`src/design/circular_region_occupancy_monitor_assert.svh`:
```
// assertion macros for the circular region occupancy monitor
`ifndef CIRCULAR_REGION_OCCUPANCY_MONITOR_ASSERT_SVH
`define CIRCULAR_REGION_OCCUPANCY_MONITOR_ASSERT_SVH

`ifndef ASSERT_OFF
`define CROM_ASSERT_IMPLY(label, clk, rst, ante, cons) \
  label: assert property (@(posedge clk) disable iff (rst) (ante) |-> (cons)) \
    else $error("crom assertion failed");
`define CROM_ASSERT_NEXT(label, clk, rst, ante, cons) \
  label: assert property (@(posedge clk) disable iff (rst) (ante) |=> (cons)) \
    else $error("crom assertion failed");
`else
`define CROM_ASSERT_IMPLY(label, clk, rst, ante, cons)
`define CROM_ASSERT_NEXT(label, clk, rst, ante, cons)
`endif

`endif

```
`src/design/crom_pkg.sv`:
```
// shared types, constants and helpers of the circular region occupancy monitor
package crom_pkg;

  localparam int MAX_GRID_SIDE = 1024;
  localparam int CNT_W   = $clog2(MAX_GRID_SIDE);
  localparam int SIDE_W  = CNT_W + 1;
  localparam int COORD_W = SIDE_W + 1;
  localparam int SQ_W    = 2 * SIDE_W;

  localparam int GEOM_W   = 11;
  localparam int RADIUS_W = 21;
  localparam int OCC_TH_W = 7;
  localparam int COV_W    = 16;
  localparam int MASK_W   = 16;
  localparam int CFG_W    = 21;
  localparam int CFG_IDX_W = 3;

  localparam int DIST_W = (SQ_W + 1 > RADIUS_W) ? SQ_W + 1 : RADIUS_W;
  localparam int COUNT_W = 21;
  localparam logic [COUNT_W-1:0] COUNT_MAX = {COUNT_W{1'b1}};
  localparam int PROD_W = COUNT_W + COV_W;

  localparam int FIFO_DEPTH = 4;
  localparam int FIFO_PTR_W = $clog2(FIFO_DEPTH);

  localparam logic [1:0] CMD_CELL = 2'd0;
  localparam logic [1:0] CMD_DOCK = 2'd1;
  localparam logic [1:0] CMD_TICK = 2'd2;
  localparam logic [1:0] CMD_RSVD = 2'd3;

  localparam logic [CFG_IDX_W-1:0] REG_GRID_WIDTH  = 3'd0;
  localparam logic [CFG_IDX_W-1:0] REG_GRID_HEIGHT = 3'd1;
  localparam logic [CFG_IDX_W-1:0] REG_RADIUS_SQ   = 3'd2;
  localparam logic [CFG_IDX_W-1:0] REG_OCC_TH      = 3'd3;
  localparam logic [CFG_IDX_W-1:0] REG_COV_TH      = 3'd4;
  localparam logic [CFG_IDX_W-1:0] REG_PAUSE_MASK  = 3'd5;

  localparam logic [7:0] DOCK_STATE_INVALID = 8'd255;

  typedef enum logic [1:0] {
    KIND_CELL,
    KIND_DOCK,
    KIND_TICK
  } item_kind_t;

  typedef struct packed {
    item_kind_t         kind;
    logic signed [7:0]  cell_value;
    logic [7:0]         dock_state;
  } q_item_t;

  typedef struct packed {
    logic [GEOM_W-1:0]   grid_width;
    logic [GEOM_W-1:0]   grid_height;
    logic [RADIUS_W-1:0] radius_sq;
    logic [OCC_TH_W-1:0] occupancy_threshold;
    logic [COV_W-1:0]    coverage_threshold;
    logic [MASK_W-1:0]   pauseable_state_mask;
  } cfg_t;

  function automatic logic [SIDE_W-1:0] clamp_side(input logic [GEOM_W-1:0] v);
    logic [SIDE_W-1:0] r;
    if (v == '0) begin
      r = SIDE_W'(1);
    end else if (32'(v) > 32'(MAX_GRID_SIDE)) begin
      r = SIDE_W'(MAX_GRID_SIDE);
    end else begin
      r = SIDE_W'(v);
    end
    return r;
  endfunction

endpackage

```
`src/design/circular_region_occupancy_monitor.sv`:
```
// top level of the circular region occupancy monitor: config registers and the two halves
// a pause beat passes from the queue through the stage a, stage b and output registers
// throughput: one input beat per cycle while the queue has room; it fills while a pause beat waits on m_tready
// grid cells and unused commands give no output beat
// reset: synchronous, clears the queue, scan position, counts and latches, dock state to 255
// reset also loads the registers with their defaults; no clearing pass is needed
module circular_region_occupancy_monitor import crom_pkg::*; (
  input  logic                 clk,
  input  logic                 rst,
  input  logic                 s_tvalid,
  output logic                 s_tready,
  input  logic [15:0]          s_tdata,   // cell_value [7:0], dock_state [15:8]
  input  logic [1:0]           s_tuser,   // cmd [1:0]
  output logic                 m_tvalid,
  input  logic                 m_tready,
  output logic [7:0]           m_tdata,   // pause [0]
  input  logic                 cfg_we,
  input  logic [CFG_IDX_W-1:0] cfg_index,
  input  logic [CFG_W-1:0]     cfg_wdata
);

  cfg_t    cfg;
  logic    q_valid;
  q_item_t q_item;
  logic    q_pop;

  always_ff @(posedge clk) begin
    if (rst) begin
      cfg.grid_width           <= GEOM_W'(200);
      cfg.grid_height          <= GEOM_W'(200);
      cfg.radius_sq            <= RADIUS_W'(36);
      cfg.occupancy_threshold  <= OCC_TH_W'(60);
      cfg.coverage_threshold   <= COV_W'(6554);
      cfg.pauseable_state_mask <= '0;
    end else if (cfg_we) begin
      unique case (cfg_index)
        REG_GRID_WIDTH:  cfg.grid_width           <= cfg_wdata[GEOM_W-1:0];
        REG_GRID_HEIGHT: cfg.grid_height          <= cfg_wdata[GEOM_W-1:0];
        REG_RADIUS_SQ:   cfg.radius_sq            <= cfg_wdata[RADIUS_W-1:0];
        REG_OCC_TH:      cfg.occupancy_threshold  <= cfg_wdata[OCC_TH_W-1:0];
        REG_COV_TH:      cfg.coverage_threshold   <= cfg_wdata[COV_W-1:0];
        REG_PAUSE_MASK:  cfg.pauseable_state_mask <= cfg_wdata[MASK_W-1:0];
        default: ;
      endcase
    end
  end

  crom_front u_front (
    .clk      (clk),
    .rst      (rst),
    .s_tvalid (s_tvalid),
    .s_tready (s_tready),
    .s_tdata  (s_tdata),
    .s_tuser  (s_tuser),
    .q_valid  (q_valid),
    .q_item   (q_item),
    .q_pop    (q_pop)
  );

  crom_back u_back (
    .clk      (clk),
    .rst      (rst),
    .cfg      (cfg),
    .q_valid  (q_valid),
    .q_item   (q_item),
    .q_pop    (q_pop),
    .m_tvalid (m_tvalid),
    .m_tready (m_tready),
    .m_tdata  (m_tdata)
  );

endmodule

```
`src/design/crom_front.sv`:
```
// front end: accepts beats, classifies the command and queues the work
module crom_front import crom_pkg::*; (
  input  logic        clk,
  input  logic        rst,
  input  logic        s_tvalid,
  output logic        s_tready,
  input  logic [15:0] s_tdata,   // cell_value [7:0], dock_state [15:8]
  input  logic [1:0]  s_tuser,   // cmd [1:0]
  output logic        q_valid,
  output q_item_t     q_item,
  input  logic        q_pop
);

  q_item_t             fifo_mem [FIFO_DEPTH];
  logic [FIFO_PTR_W-1:0] wr_ptr;
  logic [FIFO_PTR_W-1:0] rd_ptr;
  logic [FIFO_PTR_W:0]   fill;
  logic [FIFO_PTR_W:0]   fill_next;
  logic                  keep;
  logic                  push;
  logic                  pop;
  item_kind_t            kind;

  always_comb begin
    keep = 1'b1;
    kind = KIND_CELL;
    unique case (s_tuser)
      CMD_CELL: kind = KIND_CELL;
      CMD_DOCK: kind = KIND_DOCK;
      CMD_TICK: kind = KIND_TICK;
      default:  keep = 1'b0;
    endcase
  end

  assign s_tready = (fill != (FIFO_PTR_W+1)'(FIFO_DEPTH));
  assign push     = s_tvalid && s_tready && keep;
  assign pop      = q_pop && q_valid;
  assign q_valid  = (fill != '0);
  assign q_item   = fifo_mem[rd_ptr];

  always_comb begin
    fill_next = fill;
    if (push && !pop) begin
      fill_next = fill + 1'b1;
    end else if (!push && pop) begin
      fill_next = fill - 1'b1;
    end
  end

  always_ff @(posedge clk) begin
    if (push) begin
      fifo_mem[wr_ptr] <= '{kind: kind, cell_value: s_tdata[7:0], dock_state: s_tdata[15:8]};
    end
  end

  always_ff @(posedge clk) begin
    if (rst) begin
      wr_ptr <= '0;
      rd_ptr <= '0;
      fill   <= '0;
    end else begin
      if (push) begin
        wr_ptr <= wr_ptr + 1'b1;
      end
      if (pop) begin
        rd_ptr <= rd_ptr + 1'b1;
      end
      fill <= fill_next;
    end
  end

endmodule

```
`src/design/crom_back.sv`:
```
// back end: scan position, circle test, counting, latching and pause decision
`include "circular_region_occupancy_monitor_assert.svh"

module crom_back import crom_pkg::*; (
  input  logic        clk,
  input  logic        rst,
  input  cfg_t        cfg,
  input  logic        q_valid,
  input  q_item_t     q_item,
  output logic        q_pop,
  output logic        m_tvalid,
  input  logic        m_tready,
  output logic [7:0]  m_tdata    // pause [0]
);

  logic adv;

  logic [CNT_W-1:0] column_count;
  logic [CNT_W-1:0] row_count;
  logic [COUNT_W-1:0] checked_count;
  logic [COUNT_W-1:0] occupied_count;
  logic [COUNT_W-1:0] latched_checked;
  logic [COUNT_W-1:0] latched_occupied;
  logic [7:0] current_dock_state;

  // stage a
  logic               a_valid;
  item_kind_t         a_kind;
  logic               a_occ_hit;
  logic [7:0]         a_dock;
  logic               a_frame_end;
  logic [SQ_W-1:0]    a_sq_x;
  logic [SQ_W-1:0]    a_sq_y;

  // stage b
  logic               b_valid;
  logic               b_elig;
  logic [PROD_W-1:0]  b_prod;
  logic [COUNT_W-1:0] b_occ;

  logic               pause;

  logic [SIDE_W-1:0]        w_side;
  logic [SIDE_W-1:0]        h_side;
  logic signed [COORD_W-1:0] dx;
  logic signed [COORD_W-1:0] dy;
  logic [SIDE_W-1:0]        abs_dx;
  logic [SIDE_W-1:0]        abs_dy;
  logic                     col_wrap;
  logic                     row_wrap;
  logic                     cell_fire;

  logic [DIST_W-1:0]        dist_sq;
  logic                     in_circle;
  logic                     a_cell;
  logic [COUNT_W-1:0]       checked_next;
  logic [COUNT_W-1:0]       occupied_next;
  logic [7:0]               eff_state;
  logic                     elig;

  assign adv   = !m_tvalid || m_tready;
  assign q_pop = adv;

  always_comb begin
    w_side   = clamp_side(cfg.grid_width);
    h_side   = clamp_side(cfg.grid_height);
    dx       = $signed({2'b00, column_count}) - $signed({2'b00, w_side[SIDE_W-1:1]});
    dy       = $signed({1'b0, h_side}) - COORD_W'(1) - $signed({2'b00, row_count})
               - $signed({2'b00, h_side[SIDE_W-1:1]});
    abs_dx   = dx[COORD_W-1] ? SIDE_W'(-dx) : SIDE_W'(dx);
    abs_dy   = dy[COORD_W-1] ? SIDE_W'(-dy) : SIDE_W'(dy);
    col_wrap = ({1'b0, column_count} + SIDE_W'(1)) >= w_side;
    row_wrap = ({1'b0, row_count} + SIDE_W'(1)) >= h_side;
    cell_fire = adv && q_valid && (q_item.kind == KIND_CELL);
  end

  always_ff @(posedge clk) begin
    if (rst) begin
      column_count <= '0;
      row_count    <= '0;
      a_valid      <= 1'b0;
    end else begin
      if (adv) begin
        a_valid <= q_valid;
      end
      if (cell_fire) begin
        if (col_wrap) begin
          column_count <= '0;
          row_count    <= row_wrap ? '0 : row_count + 1'b1;
        end else begin
          column_count <= column_count + 1'b1;
        end
      end
    end
  end

  always_ff @(posedge clk) begin
    if (adv) begin
      a_kind      <= q_item.kind;
      a_occ_hit   <= q_item.cell_value > $signed({1'b0, cfg.occupancy_threshold});
      a_dock      <= q_item.dock_state;
      a_frame_end <= col_wrap && row_wrap;
      a_sq_x      <= SQ_W'(abs_dx * abs_dx);
      a_sq_y      <= SQ_W'(abs_dy * abs_dy);
    end
  end

  always_comb begin
    dist_sq   = DIST_W'(a_sq_x) + DIST_W'(a_sq_y);
    in_circle = dist_sq <= DIST_W'(cfg.radius_sq);
    a_cell    = a_valid && (a_kind == KIND_CELL);
    checked_next  = checked_count;
    occupied_next = occupied_count;
    if (a_cell && in_circle) begin
      if (checked_count != COUNT_MAX) begin
        checked_next = checked_count + 1'b1;
      end
      if (a_occ_hit && occupied_count != COUNT_MAX) begin
        occupied_next = occupied_count + 1'b1;
      end
    end
    eff_state = (a_kind == KIND_DOCK) ? a_dock : current_dock_state;
    elig = (eff_state[7:4] == 4'd0) && cfg.pauseable_state_mask[eff_state[3:0]]
           && (latched_checked != '0);
  end

  always_ff @(posedge clk) begin
    if (rst) begin
      checked_count      <= '0;
      occupied_count     <= '0;
      latched_checked    <= '0;
      latched_occupied   <= '0;
      current_dock_state <= DOCK_STATE_INVALID;
      b_valid            <= 1'b0;
    end else if (adv) begin
      b_valid <= a_valid && (a_kind != KIND_CELL);
      if (a_cell && a_frame_end) begin
        latched_checked  <= checked_next;
        latched_occupied <= occupied_next;
        checked_count    <= '0;
        occupied_count   <= '0;
      end else begin
        checked_count  <= checked_next;
        occupied_count <= occupied_next;
      end
      if (a_valid && a_kind == KIND_DOCK) begin
        current_dock_state <= a_dock;
      end
    end
  end

  always_ff @(posedge clk) begin
    if (adv) begin
      b_elig <= elig;
      b_prod <= cfg.coverage_threshold * latched_checked;
      b_occ  <= latched_occupied;
    end
  end

  always_ff @(posedge clk) begin
    if (rst) begin
      m_tvalid <= 1'b0;
    end else if (adv) begin
      m_tvalid <= b_valid;
    end
  end

  always_ff @(posedge clk) begin
    if (adv && b_valid) begin
      pause <= b_elig && ({b_occ, {COV_W{1'b0}}} > b_prod);
    end
  end

  assign m_tdata = {7'd0, pause};

  `CROM_ASSERT_IMPLY(occ_within_checked, clk, rst, 1'b1,
    occupied_count <= checked_count && latched_occupied <= latched_checked)
  `CROM_ASSERT_NEXT(stall_holds_scan, clk, rst, !adv,
    $stable(column_count) && $stable(row_count) && $stable(checked_count))
  `CROM_ASSERT_NEXT(frame_end_rewinds, clk, rst, cell_fire && col_wrap && row_wrap,
    column_count == '0 && row_count == '0)

endmodule
```
`config.mk`:
```
export PLATFORM = sky130hd
export DESIGN_NAME = circular_region_occupancy_monitor
export DESIGN_NICKNAME = d
export VERILOG_FILES = /design/src/design/crom_pkg.sv /design/src/design/circular_region_occupancy_monitor.sv /design/src/design/crom_front.sv /design/src/design/crom_back.sv
export VERILOG_INCLUDE_DIRS = /design/src /design/src/design
export SDC_FILE = /design/constraint.sdc
export NUM_CORES = 2
export LEC_CHECK = 0
export BUFFER_PORTS_ARGS = -buffer_cell sky130_fd_sc_hd__clkbuf_2
export CAP_MARGIN = 20
export CORE_MARGIN = 5
export CORE_UTILIZATION = 59
export CTS_CLUSTER_DIAMETER = 30
export DETAILED_ROUTE_END_ITERATION = 10
export PLACE_DENSITY_LB_ADDON = 0.12
export SYNTH_ARGS = -nofsm -noshare
export SYNTH_HDL_FRONTEND = slang
export SYNTH_SLANG_ARGS = --single-unit
```
`constraint.sdc`:
```
create_clock -name clk -period 8.8 [get_ports clk]
set_clock_uncertainty 0.2 [all_clocks]
set_input_delay 2.2 -clock clk [delete_from_list [all_inputs] [get_ports clk]]
set_output_delay 2.2 -clock clk [all_outputs]
set_load 0.01 [all_outputs]
```
# Word level (Yosys, flattened, before mapping)
# Memories as Yosys holds them, arrays and structs flattened. A register that Yosys moved wholly into a read port is not among the register bits.
# Cells that the tools add are included.
# totals
input_bits,47
ramBits,72
latch_bits,0
mem_bits_ro,0
memories,1
ff_bits,320
wordCells,136
# op_classes
muxes,25
div,0
n_shift,0
n_eq_ne,11
n_mul,3
n_addsub,17
n_bitwise,0
n_reduce_logical,42
order_cmp,8
# mem_list
memory,words,width,rd,rd_ports_with_merged_regs,write_ports,line,source
u_front.fifo_mem,4,18,1,1,1,crom_front.sv:14,q_item_t fifo_mem [FIFO_DEPTH];
# ops
operator,count
two-way mux 21 bit,6
two-way mux 11 bit,6
multiplier 11 x 11 -> 22 bit,2
adder 21 x 1 -> 21 bit (second input constant),2
!= test 21 bit (second input constant),2
greater-than comparator 37 bit,1
multiplier 16 x 21 -> 37 bit,1
subtractor 12 x 11 -> 12 bit,2
adder 22 x 22 -> 23 bit,1
less-or-equal comparator 23 x 21 -> 1 bit,1
adder 10 x 1 -> 11 bit (second input constant),2
>= comparator 11 bit,2
greater-than comparator 11 bit (second input constant),2
zero test 11 bit,2
negation 11 bit,2
nonzero test 21 bit,1
adder 10 x 1 -> 10 bit (second input constant),2
two-way mux 10 bit,2
AND reduction 2 bit,9
logical AND 1 bit,17
subtractor 11 x 1 -> 12 bit (second input constant),1
subtractor 10 x 10 -> 11 bit,1
greater-than comparator 8 bit,1
two-way mux 8 bit,1
other kinds (23),37

# Logic depth before layout (Yosys ltp)
# logic_depth
depth_word,9
ltp_mapped,38
mapped_depth_nobuf,37

# Cells and area by module
# Synthesis repeated with hierarchy kept, for this count alone.
# unflattened
cells_unflattened,3845
hier_area_um2,37474.7
# modules_own_cells
module,area_per_inst_um2,cells_per_inst,instances,seq_area_each_um2
crom_back,31067.3,3392,1,5725.5
circular_region_occupancy_monitor,3308.2,308,1,1641.6
crom_front,3099.2,145,1,2342.2

# Worst setup path before layout
# Ideal clock, no wire load.
# synth_timing
kind,register to register
from,"reg, netlist name cfg[70]"
to,reg u_back.a_sq_y[18] (data pin)
slack_ns,-0.234
setup_ns,0.258
t_required_ns,8.342
synth_period_minus_slack_ns,9.034
path_buffers,0
stages_incl_launch_ff,33
t_arrival_ns,8.576
cell_sequence,dfxtp_1 > clkinv_1 > nand2_1 > inv_1 > fa_1 > fa_1 > a21o_1 > a21oi_1 > o211ai_1 > xor2_1 > or3_1 > nor4b_2 > nor2_1 > xor2_1 > nor2_1 > fa_1 > inv_1 > fa_1 > inv_1 > fa_1 > fa_1 > inv_1 > fa_1 > inv_1 > ha_1 > a21o_1 > a21o_1 > a21oi_1 > o21ai_0 > a211oi_1 > o21bai_1 > a21o_1 > xor2_1
# synth_between
elab_chain_cells,9
word_cells_on_any_way,10
classes_between,add/sub: 4; mul: 1; order compare: 1; mux: 3; reduce/logical: 1
# synth_lines
element,line,source
greater-than comparator 11 bit,crom_pkg.sv:65,end else if (32'(v) > 32'(MAX_GRID_SIDE)) begin
two-way mux 11 bit,crom_pkg.sv:65,
two-way mux 11 bit (*),crom_pkg.sv:63,if (v == '0) begin
subtractor 11 x 1 -> 12 bit,crom_back.sv:68,"dy = $signed({1'b0, h_side}) - COORD_W'(1) - $signed({2'b00, row_count})"
subtractor 12 x 11 -> 12 bit,crom_back.sv:68,
subtractor 12 x 11 -> 12 bit (*),crom_back.sv:69,"- $signed({2'b00, h_side[SIDE_W-1:1]});"
negation 11 bit,crom_back.sv:71,abs_dy = dy[COORD_W-1] ? SIDE_W'(-dy) : SIDE_W'(dy);
two-way mux 11 bit (*),crom_back.sv:71,
multiplier 11 x 11 -> 22 bit (*),crom_back.sv:104,a_sq_y <= SQ_W'(abs_dy * abs_dy);
to (signal assigned),crom_back.sv:104,
to (decl),crom_back.sv:33,logic [SQ_W-1:0] a_sq_y;
# Every way passes the cells marked *; elsewhere a longest branch is shown, timed or not.
# A chain may end at the register's enable or synchronous reset.

# Worst setup path after layout
# layout_timing
from,"reg, netlist name cfg[63]"
to,reg u_back.a_sq_y[21] (data pin)
# layout_between
elab_chain_cells,9
word_cells_on_any_way,10
classes_between,add/sub: 4; mul: 1; order compare: 1; mux: 3; reduce/logical: 1
# layout_lines
element,line
greater-than comparator 11 bit,crom_pkg.sv:65
two-way mux 11 bit,crom_pkg.sv:65
two-way mux 11 bit (*),crom_pkg.sv:63
subtractor 11 x 1 -> 12 bit,crom_back.sv:68
subtractor 12 x 11 -> 12 bit,crom_back.sv:68
subtractor 12 x 11 -> 12 bit (*),crom_back.sv:69
negation 11 bit,crom_back.sv:71
two-way mux 11 bit (*),crom_back.sv:71
multiplier 11 x 11 -> 22 bit (*),crom_back.sv:104
# Marks and branches as above.

==> results_dict.tcl <==
set metrics [dict create \
    root_buffer "clkbuf_16" \
    min_period_over_period_pct 95.51 \
    ys_seq_elements 392 \
    hold_viol_final 0 \
    synth_commonest_cells "584 x inv_1, 549 x nand2_1, 402 x fa_1" \
    synth_area_leader_cell "fa_1" \
    coreArea_um2 60580 \
    syn_area_um2 36190 \
    cp_common_cell "fa_1" \
    cts_tree "yes" \
    outcome "finished, final reports clean" \
    irDropWorstVdd_v 0.001069 \
    crit_required_ps 8950 \
    fmax_ghz 0.1190 \
    cts_sinks 392 \
    fin_ws_ps 395.2 \
    dieArea_um2 66390 \
    cts_buffer_depth 3 \
    dp_hpwl_um 67540 \
    stdcell_count 4821 \
    grt_pass1_wl_um 144700 \
    grt_usage_pct 27.02 \
    placedCellCount 4657 \
    grt_pass1_vias 27390 \
    avgSynthCellArea_um2 9.361 \
    placed_area_um2 37720 \
    drc 0 \
    synth_top_area_share_pct 22.24 \
    synth_most_common_cell "inv_1" \
    synth_ff_type "dfxtp_1" \
    numPortBuffers 49 \
    drt_wl_total_um 88660 \
    fin_setup_tns_ps 0 \
    max-slew-margin-rel_pct 32.32 \
    wl_per_cell_um 18.39 \
    gp_congestion 0.9014 \
    arrival_ps 8560 \
    start_util_pct 59.73 \
    core.rowCount 90 \
    synth_warnings 0 \
    die_h_um 257.7 \
    period_minus_slack_ps 8405 \
    setup_viol 0 \
    leakagePower_nw 18.37 \
    grt_overflow 0 \
    crit_fanout 5 \
    synth_cells 3866 \
    report.final.slew_viol_count 0 \
    power_density_nw_per_um2 417.1 \
    dr.pass1.iters 5 \
    ys_types 74 \
    syn2layout_area_growth_pct 12.96 \
    vias_per_cell 5.583 \
    yosysSeqAreaShare_pct 26.83 \
    cap_violations 0 \
    die_x_um 257.7 \
    boundaryPins 57 \
    cts_made_buffers 84 \
    critPathCaptureType "flop" \
    clk_latency_ps 650 \
    route.vias.total 26920 \
    htreeDepth 3 \
    worst_path_largest_cell_delay_ps 550 \
    final_cell_area_um2 40880 \
    path_class "flop to flop" \
    grt_max_degree 88 \
    initialDrtViolationCount 1639 \
    dpl_worst_slack_ps -135.7 \
    cts.clk_slew.worst_paths_ps 50 \
    cp-start-kind "flop" \
    ant_nets 0 \
    synthArstFlopShare_pct 0 \
    hold_path.class "flop to flop" \
    drive_above_1_share_pct 10.23 \
    worstMarginPinSlew_ps 1011 \
    synth_edf_count 186 \
    antenna_found_initial 7 \
    fin_nets 4752 \
    synth.top_cells.by_area "fa_1 22%, edfxtp_1 15%, ha_1 12%, dfxtp_1 11%, inv_1 6.1%" \
    slowest_stage "fa_1" \
]
critical path: cells and delay by family (launching register included):
family	cells	cell delay (ps)
adder cells (fa/ha/maj)	9	3710
AO/OA/AOI/OAI	11	1600
AND/OR/NAND/NOR	6	1430
buffers and inverters	5	440
XOR/XNOR	3	390
flip-flops	1	330
worst paths after layout:
kind                            depth (start not counted)                         from                end  slack [ps]
worst max register to register                         34                      cfg[63]  u_back.a_sq_y[21]         400
worst min register to register                          0  u_back.latched_occupied[19]   u_back.b_occ[19]         230
worst min-delay path                                    0  u_back.latched_occupied[19]   u_back.b_occ[19]         230
worst max-delay path                                   34                      cfg[63]  u_back.a_sq_y[21]         400
cells in the final DEF (no fill, tap or decap), types with 48 or more instances in the layout:
master and count:
inv_1 582, nand2_1 549, fa_1 401, ha_1 335
nor2_1 218, dfxtp_1 205, edfxtp_1 186, a21oi_1 181
xnor2_1 127, and2_1 122, buf_4 121, clkbuf_16 85
o21ai_0 79, a21o_1 57, xor2_1 56, a211oi_1 51
clkbuf_2 48
metrics by stage:
| stage | hold WS (ps) | power (mW) | utilization [%] |
|---|---|---|---|
| after global placement | 212.2 | 13.48 | 62.26 |
| final | 226.4 | 17.05 | 67.47 |
| after detailed placement | 213.9 | 13.58 | 62.26 |
| after CTS | 228.2 | 16.93 | 67.11 |
| after global routing | 238.6 | 18.90 | 67.46 |
| after floorplan | 209.0 | 10.68 | - |
area by class of cell:
| cell class | instances | area (um2) |
|---|---|---|
| antenna | 3 | 7.507 |
| clock buffer | 99 | 2220 |
| clock inverter | 57 | 703.2 |
| fill | 4900 | 19710 |
| inverter | 590 | 2218 |
| multi-input combinational | 2727 | 23850 |
| sequential | 392 | 9711 |
| tap | 782 | 978.4 |
| timing repair buffer | 171 | 1187 |
cell families (layout without fill, tap and decap cells):
group	count (synthesis)	in the layout	synth area share (%)
simple gates	1211	1211	15.53
mux	34	34	1.722
buf+inv	758	917	7.983
flops	392	392	26.83
fa+ha+maj	739	739	33.89
compound gates	540	540	9.422
xor+xnor	190	190	4.598
other cells	2	16	0.02075
timing repair:
| action | in CTS | in global routing |
|---|---|---|
| endpoints found under the setup margin | 5 | 12 |
| hold buffers | 0 | 0 |
| setup buffers | 0 | 4 |
| pin swaps | 5 | 33 |
| resized for setup | 5 | 38 |
power breakdown:
part           switching [mW]  internal (mW)
Clock                    1.11           2.05
Sequential              0.145           2.68
Combinational            6.03           5.04
Total                    7.29           9.76
flip-flops by register name (all words and copies together) (netlist names), 3 cells and up, named ones only:
register and cells:
u_back.column_count 10, u_back.a_sq_x 21, u_front.fill 3, u_back.occupied_count 21, u_back.latched_checked 21, u_back.a_sq_y 21, u_back.a_dock 8, u_front.fifo_mem 72
u_back.latched_occupied 21, u_back.checked_count 21, u_back.current_dock_state 8, u_back.b_occ 21, cfg 82, u_back.row_count 10, u_back.b_prod 37
per-layer routing:
layer	global-route usage [%]	vias up	part of all wire, %	routed length [um]
met5	0	-	0.044	39
met4	9.330	6	3.7	3287
met3	5.510	207	6.5	5732
met2	44.01	779	47	41650
met1	36.44	13080	43	37950
li1	-	12840	-	-
Power figures use the tool's default switching activity.
